$ cat config.mk
export PLATFORM = sky130hd
export DESIGN_NAME = ignition_power_latch_sequencer_unit
export DESIGN_NICKNAME = d
export VERILOG_FILES = /design/src/design/ipls_pkg.sv /design/src/design/ignition_power_latch_sequencer_unit.sv
export SDC_FILE = /design/constraint.sdc
export NUM_CORES = 1
export LEC_CHECK = 0
export BUFFER_PORTS_ARGS = -buffer_cell sky130_fd_sc_hd__buf_2
export CORE_ASPECT_RATIO = 0.8
export CORE_MARGIN = 5
export CORE_UTILIZATION = 25
export CTS_CLUSTER_DIAMETER = 30
export DETAILED_ROUTE_END_ITERATION = 10
export PLACE_DENSITY = 0.51
export SLEW_MARGIN = 20
export SYNTH_ARGS = -nofsm -noshare
export SYNTH_HDL_FRONTEND = slang
export SYNTH_SLANG_ARGS = --single-unit
$ cat constraint.sdc
create_clock -name clk_i -period 13 [get_ports clk_i]
set_input_delay 0 -clock clk_i [delete_from_list [all_inputs] [get_ports clk_i]]
set_output_delay 0 -clock clk_i [all_outputs]
set_load 0.01 [all_outputs]
$ cat src/design/ipls_pkg.sv
// Shared types and constants for the ignition power latch sequencer.
// No dependencies; imported by the sequencer unit, its checker and the testbench.
`timescale 1ns / 1ps

package ipls_pkg;

  typedef enum logic [1:0] {
    MODE_BOOT  = 2'd0,
    MODE_RUN   = 2'd1,
    MODE_COUNT = 2'd2,
    MODE_SHUT  = 2'd3
  } mode_e;

  typedef enum logic [1:0] {
    REG_RUN_THRESHOLD = 2'd0,
    REG_SHUTDOWN_DLY  = 2'd1,
    REG_BOOT_WAIT     = 2'd2,
    REG_DIVIDER_RATIO = 2'd3
  } reg_idx_e;

  localparam int unsigned AdcW      = 12;
  localparam int unsigned MvW       = 16;
  localparam int unsigned TicksW    = 20;
  localparam int unsigned RatioW    = 12;
  localparam int unsigned CfgW      = 20;
  localparam int unsigned FiltW     = 32;
  localparam int unsigned TimerW    = 7;

  localparam logic [TimerW-1:0] SamplePeriod = 7'd100;
  localparam logic [TicksW-1:0] ElapsedMax   = 20'hFFFFF;
  localparam logic [13:0]       FilterGain   = 14'd9830;   // 0.15 in Q0.16

  localparam logic [MvW-1:0]    RunThresholdRst = 16'd13200;
  localparam logic [TicksW-1:0] ShutdownDlyRst  = 20'd30000;
  localparam logic [MvW-1:0]    BootWaitRst     = 16'd5000;
  localparam logic [RatioW-1:0] DividerRatioRst = 12'd1280;
  localparam logic [FiltW-1:0]  FiltRst         = {16'd12600, 16'd0};

endpackage

$ cat src/design/ignition_power_latch_sequencer_unit.sv
// Ignition power latch sequencer: battery filter, engine detect and mode sequencing.
// Depends on ipls_pkg.
`timescale 1ns / 1ps

//  channel | signals                                  | beat
//  --------+------------------------------------------+---------------------------
//  in      | in_valid_i/in_ready_o, adc_mv_i, sense   | one millisecond tick
//  out     | out_valid_o/out_ready_i, five result pins| one result per tick
//  cfg     | cfg_we_i, cfg_idx_i, cfg_data_i          | one register write
//
// One tick per clock cycle while the output is not stalled; a tick passes the scaling
// register, then the state update into the result register. The divider scaling
// multiply and the filter gain multiply sit in separate stages. Reset restores the
// register defaults and the seed state. A stalled output holds the pipeline; the
// input side keeps accepting while the scaling stage is empty.

module ignition_power_latch_sequencer_unit (
  input  logic                        clk_i,
  input  logic                        rst_ni,
  input  logic                        in_valid_i,
  output logic                        in_ready_o,
  input  logic [ipls_pkg::AdcW-1:0]   adc_mv_i,
  input  logic                        sense_high_i,
  output logic                        out_valid_o,
  input  logic                        out_ready_i,
  output logic [1:0]                  mode_code_o,
  output logic                        engine_running_o,
  output logic [ipls_pkg::MvW-1:0]    battery_mv_o,
  output logic [ipls_pkg::TicksW-1:0] remaining_ms_o,
  output logic                        shutdown_request_o,
  input  logic                        cfg_we_i,
  input  logic [1:0]                  cfg_idx_i,
  input  logic [ipls_pkg::CfgW-1:0]   cfg_data_i
);
  import ipls_pkg::*;

  // configuration
  logic [MvW-1:0]    thr_q;
  logic [TicksW-1:0] dly_q;
  logic [MvW-1:0]    boot_wait_q;
  logic [RatioW-1:0] ratio_q;

  // scaling stage
  logic              s1_valid_q;
  logic [MvW-1:0]    s1_sample_q;
  logic              s1_sense_q;

  // sequencer state
  mode_e             mode_q, mode_d;
  logic [FiltW-1:0]  filt_q, filt_d;
  logic [TimerW-1:0] timer_q, timer_d;
  logic [TicksW-1:0] elapsed_q, elapsed_d;
  logic              armed_q, armed_d;
  logic              seeded_q;

  // result register
  logic              out_valid_q;
  logic [1:0]        res_mode_q;
  logic              res_active_q;
  logic [MvW-1:0]    res_mv_q;
  logic [TicksW-1:0] res_remain_q;
  logic              res_shut_q;

  logic                    advance;
  logic                    take_in;
  logic [2*AdcW-1:0]       scaled_full;
  logic [TimerW-1:0]       timer_inc;
  logic                    filter_hit;
  logic signed [33:0]      diff;
  logic signed [47:0]      prod;
  logic signed [34:0]      filt_next;
  logic [TicksW-1:0]       elapsed_inc;
  logic                    active;
  logic [TicksW-1:0]       remain_d;

  assign advance    = !out_valid_q || out_ready_i;
  assign in_ready_o = !s1_valid_q || advance;
  assign take_in    = in_valid_i && in_ready_o;

  // adc * Q4.8 ratio stays below 2^24, so the top 16 bits never overflow
  assign scaled_full = adc_mv_i * ratio_q;

  always_ff @(posedge clk_i or negedge rst_ni) begin
    if (!rst_ni) begin
      thr_q       <= RunThresholdRst;
      dly_q       <= ShutdownDlyRst;
      boot_wait_q <= BootWaitRst;
      ratio_q     <= DividerRatioRst;
    end else if (cfg_we_i) begin
      case (cfg_idx_i)
        REG_RUN_THRESHOLD: thr_q       <= cfg_data_i[MvW-1:0];
        REG_SHUTDOWN_DLY:  dly_q       <= cfg_data_i[TicksW-1:0];
        REG_BOOT_WAIT:     boot_wait_q <= cfg_data_i[MvW-1:0];
        REG_DIVIDER_RATIO: ratio_q     <= cfg_data_i[RatioW-1:0];
        default:           thr_q       <= thr_q;
      endcase
    end
  end

  always_ff @(posedge clk_i or negedge rst_ni) begin
    if (!rst_ni) begin
      s1_valid_q <= 1'b0;
    end else if (in_ready_o) begin
      s1_valid_q <= in_valid_i;
    end
  end

  always_ff @(posedge clk_i) begin
    if (take_in) begin
      s1_sample_q <= scaled_full[MvW+7:8];
      s1_sense_q  <= sense_high_i;
    end
  end

  // filter arithmetic; the step always lands between old value and sample
  assign timer_inc   = timer_q + TimerW'(1);
  assign filter_hit  = timer_inc >= SamplePeriod;
  assign diff        = $signed({2'b00, s1_sample_q, 16'd0}) - $signed({2'b00, filt_q});
  assign prod        = 48'(diff) * $signed({1'b0, FilterGain});
  assign filt_next   = $signed({3'b000, filt_q}) + 35'(prod >>> 16);
  assign elapsed_inc = (elapsed_q < ElapsedMax) ? elapsed_q + TicksW'(1) : elapsed_q;

  // next state
  always_comb begin
    mode_d    = mode_q;
    filt_d    = filt_q;
    timer_d   = timer_q;
    elapsed_d = elapsed_q;
    armed_d   = armed_q;
    active    = 1'b0;
    if (!seeded_q) begin
      filt_d  = {s1_sample_q, 16'd0};
      timer_d = '0;
      active  = s1_sense_q || (filt_d[FiltW-1:16] >= thr_q);
      mode_d  = active ? MODE_RUN : MODE_BOOT;
    end else begin
      if (filter_hit) begin
        timer_d = '0;
        filt_d  = filt_next[FiltW-1:0];
      end else begin
        timer_d = timer_inc;
      end
      elapsed_d = elapsed_inc;
      active    = s1_sense_q || (filt_d[FiltW-1:16] >= thr_q);
      case (mode_q)
        MODE_BOOT: begin
          if (active) begin
            mode_d = MODE_RUN;
          end else if (!armed_q) begin
            armed_d   = 1'b1;
            elapsed_d = '0;
          end else if (elapsed_inc >= {4'd0, boot_wait_q}) begin
            mode_d    = MODE_COUNT;
            elapsed_d = '0;
          end
        end
        MODE_RUN: begin
          if (!active) begin
            mode_d    = MODE_COUNT;
            armed_d   = 1'b1;
            elapsed_d = '0;
          end
        end
        MODE_COUNT: begin
          if (active) begin
            mode_d  = MODE_RUN;
            armed_d = 1'b0;
          end else if (elapsed_inc >= dly_q) begin
            mode_d = MODE_SHUT;
          end
        end
        default: mode_d = MODE_SHUT;
      endcase
    end
  end

  // result fields
  always_comb begin
    remain_d = '0;
    if (mode_d == MODE_COUNT && elapsed_d < dly_q) begin
      remain_d = dly_q - elapsed_d;
    end
  end

  always_ff @(posedge clk_i or negedge rst_ni) begin
    if (!rst_ni) begin
      mode_q      <= MODE_BOOT;
      filt_q      <= FiltRst;
      timer_q     <= '0;
      elapsed_q   <= '0;
      armed_q     <= 1'b0;
      seeded_q    <= 1'b0;
      out_valid_q <= 1'b0;
    end else if (advance) begin
      out_valid_q <= s1_valid_q;
      if (s1_valid_q) begin
        mode_q    <= mode_d;
        filt_q    <= filt_d;
        timer_q   <= timer_d;
        elapsed_q <= elapsed_d;
        armed_q   <= armed_d;
        seeded_q  <= 1'b1;
      end
    end
  end

  always_ff @(posedge clk_i) begin
    if (advance && s1_valid_q) begin
      res_mode_q   <= mode_d;
      res_active_q <= active;
      res_mv_q     <= filt_d[FiltW-1:16];
      res_remain_q <= remain_d;
      res_shut_q   <= (mode_d == MODE_SHUT);
    end
  end

  assign out_valid_o        = out_valid_q;
  assign mode_code_o        = res_mode_q;
  assign engine_running_o   = res_active_q;
  assign battery_mv_o       = res_mv_q;
  assign remaining_ms_o     = res_remain_q;
  assign shutdown_request_o = res_shut_q;

endmodule

==> flow_summary.html, run 1 <==
<table>
<tr><th>Metric</th><th>Value</th></tr>
<tr><th colspan="2">Route</th></tr>
<tr><td>Total Routed Length</td><td>75.0 mm</td></tr>
<tr><td>Routed length per placed instance</td><td>16.1 um</td></tr>
<tr><td>Total number of vias</td><td>20,700</td></tr>
<tr><td>Number of remaining DRC errors</td><td>0</td></tr>
<tr><td>Detailed-router iteration count before antenna repair</td><td>5</td></tr>
<tr><td>Count of nets left with antenna violations after detail routing</td><td>0</td></tr>
<tr><td>Number of DRC markers in iteration 0</td><td>949</td></tr>
<tr><td>Routed vias/inst</td><td>4.44</td></tr>
<tr><th colspan="2">STA</th></tr>
<tr><td>Hold Slack</td><td>0.0575 ns</td></tr>
<tr><td>Clock period minus final worst setup slack</td><td>13.52 ns</td></tr>
<tr><td>Slew headroom</td><td>36.6%</td></tr>
<tr><td>Endpoints failing setup</td><td>20</td></tr>
<tr><td>Slew at the pin closest to its max-slew limit</td><td>0.951 ns</td></tr>
<tr><td>Post-route clock skew</td><td>0.0202 ns</td></tr>
<tr><td>Final critical-path share of the clock period</td><td>104%</td></tr>
<tr><td>RSZ-0062 raised after global routing</td><td>true</td></tr>
<tr><td>Endpoints failing hold</td><td>0</td></tr>
<tr><td>Max Clock Freq</td><td>0.0739 GHz</td></tr>
<tr><td>Setup slack after layout</td><td>-0.524 ns</td></tr>
<tr><td>Slew Viols, Final</td><td>0</td></tr>
<tr><th colspan="2">Job</th></tr>
<tr><td>MaxCap Viol Count</td><td>0</td></tr>
<tr><th colspan="2">Floorplanning</th></tr>
<tr><td>Initial core utilization</td><td>25.2%</td></tr>
<tr><td>Top Ports</td><td>82</td></tr>
<tr><td>Vertical extent of the die</td><td>298 um</td></tr>
<tr><td>Area of the die</td><td>110,000 um2</td></tr>
<tr><td>Number of placement rows</td><td>105</td></tr>
<tr><td>Core Box Area</td><td>103,000 um2</td></tr>
<tr><td>Die width</td><td>370 um</td></tr>
<tr><th colspan="2">Worst setup path</th></tr>
<tr><td>Required time at the worst-slack endpoint</td><td>13.36 ns</td></tr>
<tr><td>WS Path Type</td><td>reg2reg</td></tr>
<tr><td>Largest stage delay on the critical path</td><td>0.59 ns</td></tr>
<tr><td>Crit path DAT</td><td>13.89 ns</td></tr>
<tr><td>Element type at the critical path start</td><td>flop</td></tr>
<tr><td>Highest-delay cell along the critical path</td><td>sky130_fd_sc_hd__fa_1</td></tr>
<tr><td>Type of element capturing the critical path</td><td>flop</td></tr>
<tr><td>Maximum fanout along the worst path</td><td>7</td></tr>
<tr><td>Most Frequent Cell on Critical Path</td><td>sky130_fd_sc_hd__buf_4</td></tr>
<tr><th colspan="2">Layout</th></tr>
<tr><td>Footprint of the multi-input gates</td><td>19,500 um2</td></tr>
<tr><td>Final core utilization</td><td>31.9%</td></tr>
<tr><td>Post-route cell area</td><td>32,800 um2</td></tr>
<tr><td>Area Growth Syn to Fin</td><td>26.6%</td></tr>
<tr><td>Most common cell after layout, fill and taps aside</td><td>sky130_fd_sc_hd__inv_1</td></tr>
<tr><td>Number of filler instances in the final layout</td><td>10,700</td></tr>
<tr><td>Commonest cells after routing, fill and taps aside</td><td>503 x sky130_fd_sc_hd__inv_1, 423 x sky130_fd_sc_hd__buf_4, 361 x sky130_fd_sc_hd__ha_1</td></tr>
<tr><td>Total number of nets in the final design</td><td>3,947</td></tr>
<tr><td>Fraction of final layout cells with drive strength greater than 1</td><td>25.0%</td></tr>
<tr><td>Number of antenna diodes</td><td>0</td></tr>
<tr><td>Sequential Area</td><td>4970 um2</td></tr>
<tr><th colspan="2">Logic synthesis</th></tr>
<tr><td>Post-Synthesis Net Count</td><td>3,468</td></tr>
<tr><td>Library cell with the largest summed area after synthesis</td><td>sky130_fd_sc_hd__fa_1</td></tr>
<tr><td>Ys flop type</td><td>sky130_fd_sc_hd__dfrtp_1</td></tr>
<tr><td>Share of flip-flops with an asynchronous set or reset after synthesis</td><td>69.4%</td></tr>
<tr><td>Portion of synthesized cell area occupied by the leading cell type</td><td>20.3%</td></tr>
<tr><td>Mapped Area</td><td>25,900 um2</td></tr>
<tr><td>Yosys warnings</td><td>0</td></tr>
<tr><td>Synth Instances</td><td>2,785</td></tr>
<tr><td>Syn_area_per_cell</td><td>9.29 um2</td></tr>
<tr><td>Total of flip-flops plus latches after synthesis</td><td>186</td></tr>
<tr><td>Register area share after synthesis</td><td>19.2%</td></tr>
<tr><td>Area contributors post-synth</td><td>sky130_fd_sc_hd__fa_1 20%, sky130_fd_sc_hd__ha_1 18%, sky130_fd_sc_hd__dfrtp_1 10%, sky130_fd_sc_hd__inv_1 7.5%, sky130_fd_sc_hd__edfxtp_1 6.6%</td></tr>
<tr><td>Count of distinct cell types in the synthesized netlist</td><td>85</td></tr>
<tr><td>Number of synthesized flops with an enable pin</td><td>57</td></tr>
<tr><th colspan="2">Placement</th></tr>
<tr><td>Total cell area at the placement stage</td><td>30,900 um2</td></tr>
<tr><td>Sum of net half-perimeters after detailed placement</td><td>61.6 mm</td></tr>
<tr><td>I/O Buffers</td><td>81</td></tr>
<tr><td>Final RePlAce weighted congestion</td><td>0.882</td></tr>
<tr><th colspan="2">GRT</th></tr>
<tr><td>Initial antenna violation count</td><td>2</td></tr>
<tr><td>Total global-route track usage</td><td>13.7%</td></tr>
<tr><td>Pin count of the biggest net entering global routing</td><td>90</td></tr>
<tr><td>Overall overflow remaining after global route</td><td>0</td></tr>
<tr><td>Global-route wire length before repair</td><td>120 mm</td></tr>
<tr><td>Vias in the first global route</td><td>21,100</td></tr>
<tr><th colspan="2">Status</th></tr>
<tr><td>Outcome</td><td>finished, violations left</td></tr>
<tr><td>Failing checks</td><td>setup timing</td></tr>
<tr><th colspan="2">CTS</th></tr>
<tr><td>Number of H-tree levels</td><td>4</td></tr>
<tr><td>Clock Tree Buf Depth</td><td>2</td></tr>
<tr><td>Clock-pin slew reported for the worst setup and hold paths after clock tree synthesis</td><td>0.08 ns</td></tr>
<tr><td>Num Clock Sinks</td><td>186</td></tr>
<tr><td>Library cell used as clock root buffer</td><td>sky130_fd_sc_hd__clkbuf_16</td></tr>
<tr><td>Cts bufs inserted</td><td>17</td></tr>
<tr><td>TritonCTS clock tree</td><td>built</td></tr>
<tr><td>Clock latency at the later pin of the worst-skew pair</td><td>0.50 ns</td></tr>
<tr><th colspan="2">Hold path</th></tr>
<tr><td>Hold WC Path Type</td><td>in2reg</td></tr>
</table>
[worst paths after layout]
path / from / end / slack [ns] / cells past startpoint
min: cfg_idx_i[1] / thr_q[4] / 0.06 / 5
max: filt_q[3] / remaining_ms_o[18] / -0.52 / 59
max in group asynchronous: rst_ni / filt_q[13] / 11.73 / 3
min in group asynchronous: rst_ni / dly_q[1] / 0.11 / 2
min reg2reg: boot_wait_q[15] / boot_wait_q[15] / 0.51 / 1
max reg2reg: filt_q[3] / remaining_ms_o[18] / -0.52 / 59
[synth_stat cells (29+ instances only)]
| master | count |
|---|---|
| sky130_fd_sc_hd__a21o_1 | 58 |
| sky130_fd_sc_hd__a21oi_1 | 126 |
| sky130_fd_sc_hd__and2_1 | 69 |
| sky130_fd_sc_hd__clkbuf_1 | 64 |
| sky130_fd_sc_hd__dfrtp_1 | 103 |
| sky130_fd_sc_hd__edfxtp_1 | 57 |
| sky130_fd_sc_hd__fa_1 | 263 |
| sky130_fd_sc_hd__ha_1 | 380 |
| sky130_fd_sc_hd__inv_1 | 514 |
| sky130_fd_sc_hd__mux2_2 | 69 |
| sky130_fd_sc_hd__nand2_1 | 238 |
| sky130_fd_sc_hd__nand2b_1 | 29 |
| sky130_fd_sc_hd__nand3_1 | 47 |
| sky130_fd_sc_hd__nor2_1 | 96 |
| sky130_fd_sc_hd__nor3_1 | 37 |
| sky130_fd_sc_hd__o21ai_0 | 98 |
| sky130_fd_sc_hd__xnor2_1 | 86 |
| sky130_fd_sc_hd__xor2_1 | 54 |
[metrics by stage]
step | std cells | setup TNS, ns | worst slack, ns
after floorplan | 2785 | 0 | 0.0133
after global placement | 4581 | -12.67 | -0.690
after detailed placement | 4581 | -14.93 | -0.872
after CTS | 4657 | -10.87 | -0.574
after global routing | 4668 | -19.01 | -0.998
final | 4668 | -9.68 | -0.524
[flip-flops by register name (all words and copies together), names as in the netlist, 2 cells and up]
register / cells
filt_q: 32
dly_q: 20
elapsed_q: 20
remaining_ms_o: 20
battery_mv_o: 16
boot_wait_q: 16
s1_sample_q: 16
thr_q: 16
ratio_q: 12
timer_q: 7
mode_code_o: 2
mode_q: 2
[critical path, delay by kind of cell (launching register included)]
| kind | cells | cell delay (ns) |
|---|---|---|
| DFF | 1 | 0.38 |
| AOI/OAI and AO/OA | 22 | 4.91 |
| adders and majority gates | 11 | 4.13 |
| xor gates and xnor gates | 2 | 0.35 |
| buffers and inverters | 12 | 1.57 |
| and+or+nand+nor | 12 | 2.03 |
[what timing repair did]
item / 4_1_cts / 5_1_grt
setup endpoints to repair: 20 / 20
cloned: 2 / 1
hold buffers: 25 / 0
buffers inserted: 17 / 10
pin swaps: 65 / 78
resized for setup: 69 / 96
hold endpoints to repair: 131 / 0
[area by class of cell]
cell class,instances,share of cell area [%]
multi-input combinational,2001,59.4
sequential,186,15.2
timing repair buffer,542,12.3
inverter,516,5.91
tap,1391,5.31
clock buffer,17,1.30
clock inverter,15,0.584
[cells by family after synthesis]
group	count (synthesis)	share of synthesized area [%]
compound gates	498	12.8
xor+xnor	142	4.91
fa+ha+maj	643	38.7
buf+inv	598	8.83
flops	186	19.2
mux	74	3.20
simple gates	644	12.3
[routing by layer]
metal  track usage [%]  part of all wire [%]  vias to the layer above
li1                  -                     -                    10200
met1              21.4                    53                    10100
met2              20.2                    42                      321
met3              2.03                   3.7                       34
met4              1.70                  0.67                        2
met5                 0                 0.017                        -
Power of run 1 is left out: the tool's default activity adds up to more than one toggle a clock period on the data nets, which glitch-free logic cannot reach.
==> run 2, diff against run 1 <==
--- a/config.mk
+++ b/config.mk
@@ -5,13 +5,13 @@
 export SDC_FILE = /design/constraint.sdc
 export NUM_CORES = 1
 export LEC_CHECK = 0
-export BUFFER_PORTS_ARGS = -buffer_cell sky130_fd_sc_hd__buf_2
+export BUFFER_PORTS_ARGS = -buffer_cell sky130_fd_sc_hd__buf_4
 export CORE_ASPECT_RATIO = 0.8
 export CORE_MARGIN = 5
 export CORE_UTILIZATION = 25
 export CTS_CLUSTER_DIAMETER = 30
 export DETAILED_ROUTE_END_ITERATION = 10
-export PLACE_DENSITY = 0.51
+export PLACE_DENSITY = 0.5
 export SLEW_MARGIN = 20
 export SYNTH_ARGS = -nofsm -noshare
 export SYNTH_HDL_FRONTEND = slang
==> constraint.sdc (replaced) <==
create_clock -name clk_i -period 15.36 [get_ports clk_i]
set_input_delay 0 -clock clk_i [delete_from_list [all_inputs] [get_ports clk_i]]
set_output_delay 0 -clock clk_i [all_outputs]
set_load 0.01 [all_outputs]
==> flow_summary.html, run 2 (same netlist as run 1, synthesis figures left out) <==
<table>
<tr><th>Metric</th><th>Value</th></tr>
<tr><th colspan="2">CTS</th></tr>
<tr><td>Clock-pin slew reported for the worst setup and hold paths after clock tree synthesis</td><td>0.08 ns (about the same)</td></tr>
<tr><td>Clock latency at the later pin of the worst-skew pair</td><td>0.50 ns (about the same)</td></tr>
<tr><td>TritonCTS clock tree</td><td>built</td></tr>
<tr><td>Library cell used as clock root buffer</td><td>sky130_fd_sc_hd__clkbuf_16</td></tr>
<tr><td>Clock Tree Buf Depth</td><td>2 (unchanged)</td></tr>
<tr><td>Number of H-tree levels</td><td>4 (unchanged)</td></tr>
<tr><td>Setup fix buffers added after clock tree synthesis</td><td>0 (-17)</td></tr>
<tr><td>Num Clock Sinks</td><td>186 (unchanged)</td></tr>
<tr><td>Cts bufs inserted</td><td>17 (unchanged)</td></tr>
<tr><th colspan="2">Layout</th></tr>
<tr><td>Most common cell after layout, fill and taps aside</td><td>sky130_fd_sc_hd__inv_1</td></tr>
<tr><td>Total number of nets in the final design</td><td>3,553 (-10%)</td></tr>
<tr><td>Max FFs per register</td><td>32 (unchanged)</td></tr>
<tr><td>Number of antenna diodes</td><td>0 (unchanged)</td></tr>
<tr><td>Commonest cells after routing, fill and taps aside</td><td>511 x sky130_fd_sc_hd__inv_1, 380 x sky130_fd_sc_hd__ha_1, 263 x sky130_fd_sc_hd__fa_1</td></tr>
<tr><td>Area Growth Syn to Fin</td><td>12.8%</td></tr>
<tr><td>Most flop-heavy register</td><td>filt_q</td></tr>
<tr><td>Fraction of final layout cells with drive strength greater than 1</td><td>10.9% (-14 points)</td></tr>
<tr><th colspan="2">Worst setup path</th></tr>
<tr><td>Largest stage delay on the critical path</td><td>0.58 ns (about the same)</td></tr>
<tr><td>R2r worst-path depth</td><td>55 (-6.8%)</td></tr>
<tr><td>Type of element capturing the critical path</td><td>flop</td></tr>
<tr><td>Buffer and inverter count on the worst path</td><td>3 (-9)</td></tr>
<tr><td>Number of stages on the worst setup path</td><td>55 (-6.8%)</td></tr>
<tr><td>Element type at the critical path start</td><td>flop</td></tr>
<tr><td>WS Path Type</td><td>reg2reg</td></tr>
<tr><td>Crit path DAT</td><td>14.85 ns (+0.96 ns)</td></tr>
<tr><td>Required time at the worst-slack endpoint</td><td>15.66 ns (+2.30 ns)</td></tr>
<tr><td>Maximum fanout along the worst path</td><td>6 (-1)</td></tr>
<tr><td>Category of cells accounting for the largest share of critical-path delay</td><td>compound AO/OA/AOI/OAI gates</td></tr>
<tr><td>Highest-delay cell along the critical path</td><td>sky130_fd_sc_hd__or4_4</td></tr>
<tr><th colspan="2">STA</th></tr>
<tr><td>Max Clock Freq</td><td>0.0687 GHz (-7.0%)</td></tr>
<tr><td>Endpoints failing hold</td><td>0 (unchanged)</td></tr>
<tr><td>Clock period minus final worst setup slack</td><td>14.55 ns (+1.02 ns)</td></tr>
<tr><td>Post-route clock skew</td><td>0.0193 ns (-0.000837 ns)</td></tr>
<tr><td>Slew Viols, Final</td><td>0 (unchanged)</td></tr>
<tr><td>Slew at the pin closest to its max-slew limit</td><td>0.945 ns (-0.00623 ns)</td></tr>
<tr><td>Total negative setup slack</td><td>0 ns (+9.68 ns)</td></tr>
<tr><td>Endpoints failing setup</td><td>0 (-100%)</td></tr>
<tr><td>Final critical-path share of the clock period</td><td>94.7% (-9.3 points)</td></tr>
<tr><td>Slew headroom</td><td>36.3% (-0.25 points)</td></tr>
<tr><th colspan="2">Route</th></tr>
<tr><td>Routed length per placed instance</td><td>16.7 um (+3.9%)</td></tr>
<tr><td>Detailed-router iteration count before antenna repair</td><td>5 (unchanged)</td></tr>
<tr><td>Number of DRC markers in iteration 0</td><td>1,083 (+14%)</td></tr>
<tr><td>Total Routed Length</td><td>71.4 mm (-4.8%)</td></tr>
<tr><td>Total number of vias</td><td>19,200 (-7.6%)</td></tr>
<tr><td>Count of nets left with antenna violations after detail routing</td><td>0 (unchanged)</td></tr>
<tr><td>Routed vias/inst</td><td>4.48 (+0.88%)</td></tr>
<tr><td>Number of remaining DRC errors</td><td>0 (unchanged)</td></tr>
<tr><th colspan="2">Hold path</th></tr>
<tr><td>Hold WC Path Type</td><td>in2reg</td></tr>
<tr><td>Count of cells along the worst hold path</td><td>5 (unchanged)</td></tr>
<tr><th colspan="2">Job</th></tr>
<tr><td>MaxCap Viol Count</td><td>0 (unchanged)</td></tr>
<tr><th colspan="2">Status</th></tr>
<tr><td>Outcome</td><td>finished, final reports clean</td></tr>
<tr><th colspan="2">GRT</th></tr>
<tr><td>M2 GR Usage</td><td>19.4% (-0.88 points)</td></tr>
<tr><td>Overall overflow remaining after global route</td><td>0 (unchanged)</td></tr>
<tr><td>Total global-route track usage</td><td>13.2% (-0.46 points)</td></tr>
<tr><td>Pin count of the biggest net entering global routing</td><td>70 (-22%)</td></tr>
<tr><td>Global routing usage on met3</td><td>2.66% (+0.62 points)</td></tr>
<tr><td>Initial antenna violation count</td><td>1 (-1)</td></tr>
<tr><td>Vias in the first global route</td><td>19,600 (-7.2%)</td></tr>
<tr><td>Met1 Track Usage GR</td><td>20.5% (-0.94 points)</td></tr>
<tr><td>Global-route wire length before repair</td><td>115 mm (-3.8%)</td></tr>
<tr><td>Routing layer with the top usage in global route</td><td>met1</td></tr>
<tr><th colspan="2">Floorplanning</th></tr>
<tr><td>Area of the die</td><td>110,000 um2 (unchanged)</td></tr>
<tr><td>Number of placement rows</td><td>105 (unchanged)</td></tr>
<tr><td>Vertical extent of the die</td><td>298 um (unchanged)</td></tr>
<tr><td>Top Ports</td><td>82 (unchanged)</td></tr>
<tr><td>Initial core utilization</td><td>25.2% (unchanged)</td></tr>
<tr><td>Die width</td><td>370 um (unchanged)</td></tr>
<tr><td>Core Box Area</td><td>103,000 um2 (unchanged)</td></tr>
<tr><th colspan="2">Placement</th></tr>
<tr><td>I/O Buffers</td><td>81 (unchanged)</td></tr>
<tr><td>Sum of net half-perimeters after detailed placement</td><td>58.6 mm (-4.8%)</td></tr>
<tr><td>Final RePlAce weighted congestion</td><td>0.839 (-4.9%)</td></tr>
</table>
[run 2: cell count changes in the layout (fill, tap and decap cells not counted), moves of 7 or more]
cell                      delta
sky130_fd_sc_hd__a21oi_1    +18
sky130_fd_sc_hd__a21oi_2    -17
sky130_fd_sc_hd__buf_2      -80
sky130_fd_sc_hd__buf_4     -303
sky130_fd_sc_hd__buf_6       -7
sky130_fd_sc_hd__ha_1       +19
sky130_fd_sc_hd__ha_4       -17
sky130_fd_sc_hd__inv_1       +8
sky130_fd_sc_hd__inv_2       -8
sky130_fd_sc_hd__o21ai_0     +8
[run 2: worst reg2reg max path, delay by kind of cell (launching register included)]
family                     cells  cell delay (ns)
DFF                            1             0.45
xor gates and xnor gates       2             0.58
and+or+nand+nor               16             2.77
adders and majority gates     10             4.04
buffers and inverters          3             0.41
AOI/OAI and AO/OA             24             6.10
[run 2: final cells by class]
| type | instances | area (um2) |
|---|---|---|
| multi-input combinational | 2001 | 18700 |
| fill | 11000 | 73400 |
| timing repair buffer | 148 | 1190 |
| tap | 1391 | 1740 |
| inverter | 516 | 1940 |
| clock inverter | 15 | 184 |
| sequential | 186 | 4970 |
| clock buffer | 17 | 425 |
[run 2: stage by stage]
step                hold WS, ns  instance area (um2)  setup slack [ns]  cells  util (%)
global placement         0.0836                28200             0.621   4217      27.5
global route             0.0461                29200          -0.00100   4274      28.4
CTS                     0.00729                29100             0.234   4274      28.3
floorplan                -0.296                25900              1.60   2785         -
finish                   0.0473                29200             0.812   4274      28.4
detailed placement       0.0774                28200             0.305   4217      27.5
[run 2: worst paths after layout]
| kind | startpoint | endpoint | slack, ns |
|---|---|---|---|
| setup / recovery | filt_q[4] | remaining_ms_o[1] | 0.81 |
| hold / removal | cfg_idx_i[0] | thr_q[13] | 0.05 |
| setup reg to reg | filt_q[4] | remaining_ms_o[1] | 0.81 |
| hold reg to reg | s1_valid_q | out_valid_o | 0.50 |
| max in group asynchronous | rst_ni | filt_q[26] | 13.90 |
| min in group asynchronous | rst_ni | elapsed_q[6] | 0.08 |
[run 2: timing repair]
action / 4_1_cts / 5_1_grt
setup endpoints to repair: 0 / 20
endpoints found under the hold margin: 135 / 0
resized for setup: 0 / 27
hold buffers: 25 / 0
[run 2: layer usage]
metal	wire length, um	vias to the layer above
met5	0	-
met2	29700	321
li1	-	9456
met1	37700	9357
met4	452	0
met3	3450	27
Power of run 2 is left out for the same reason.
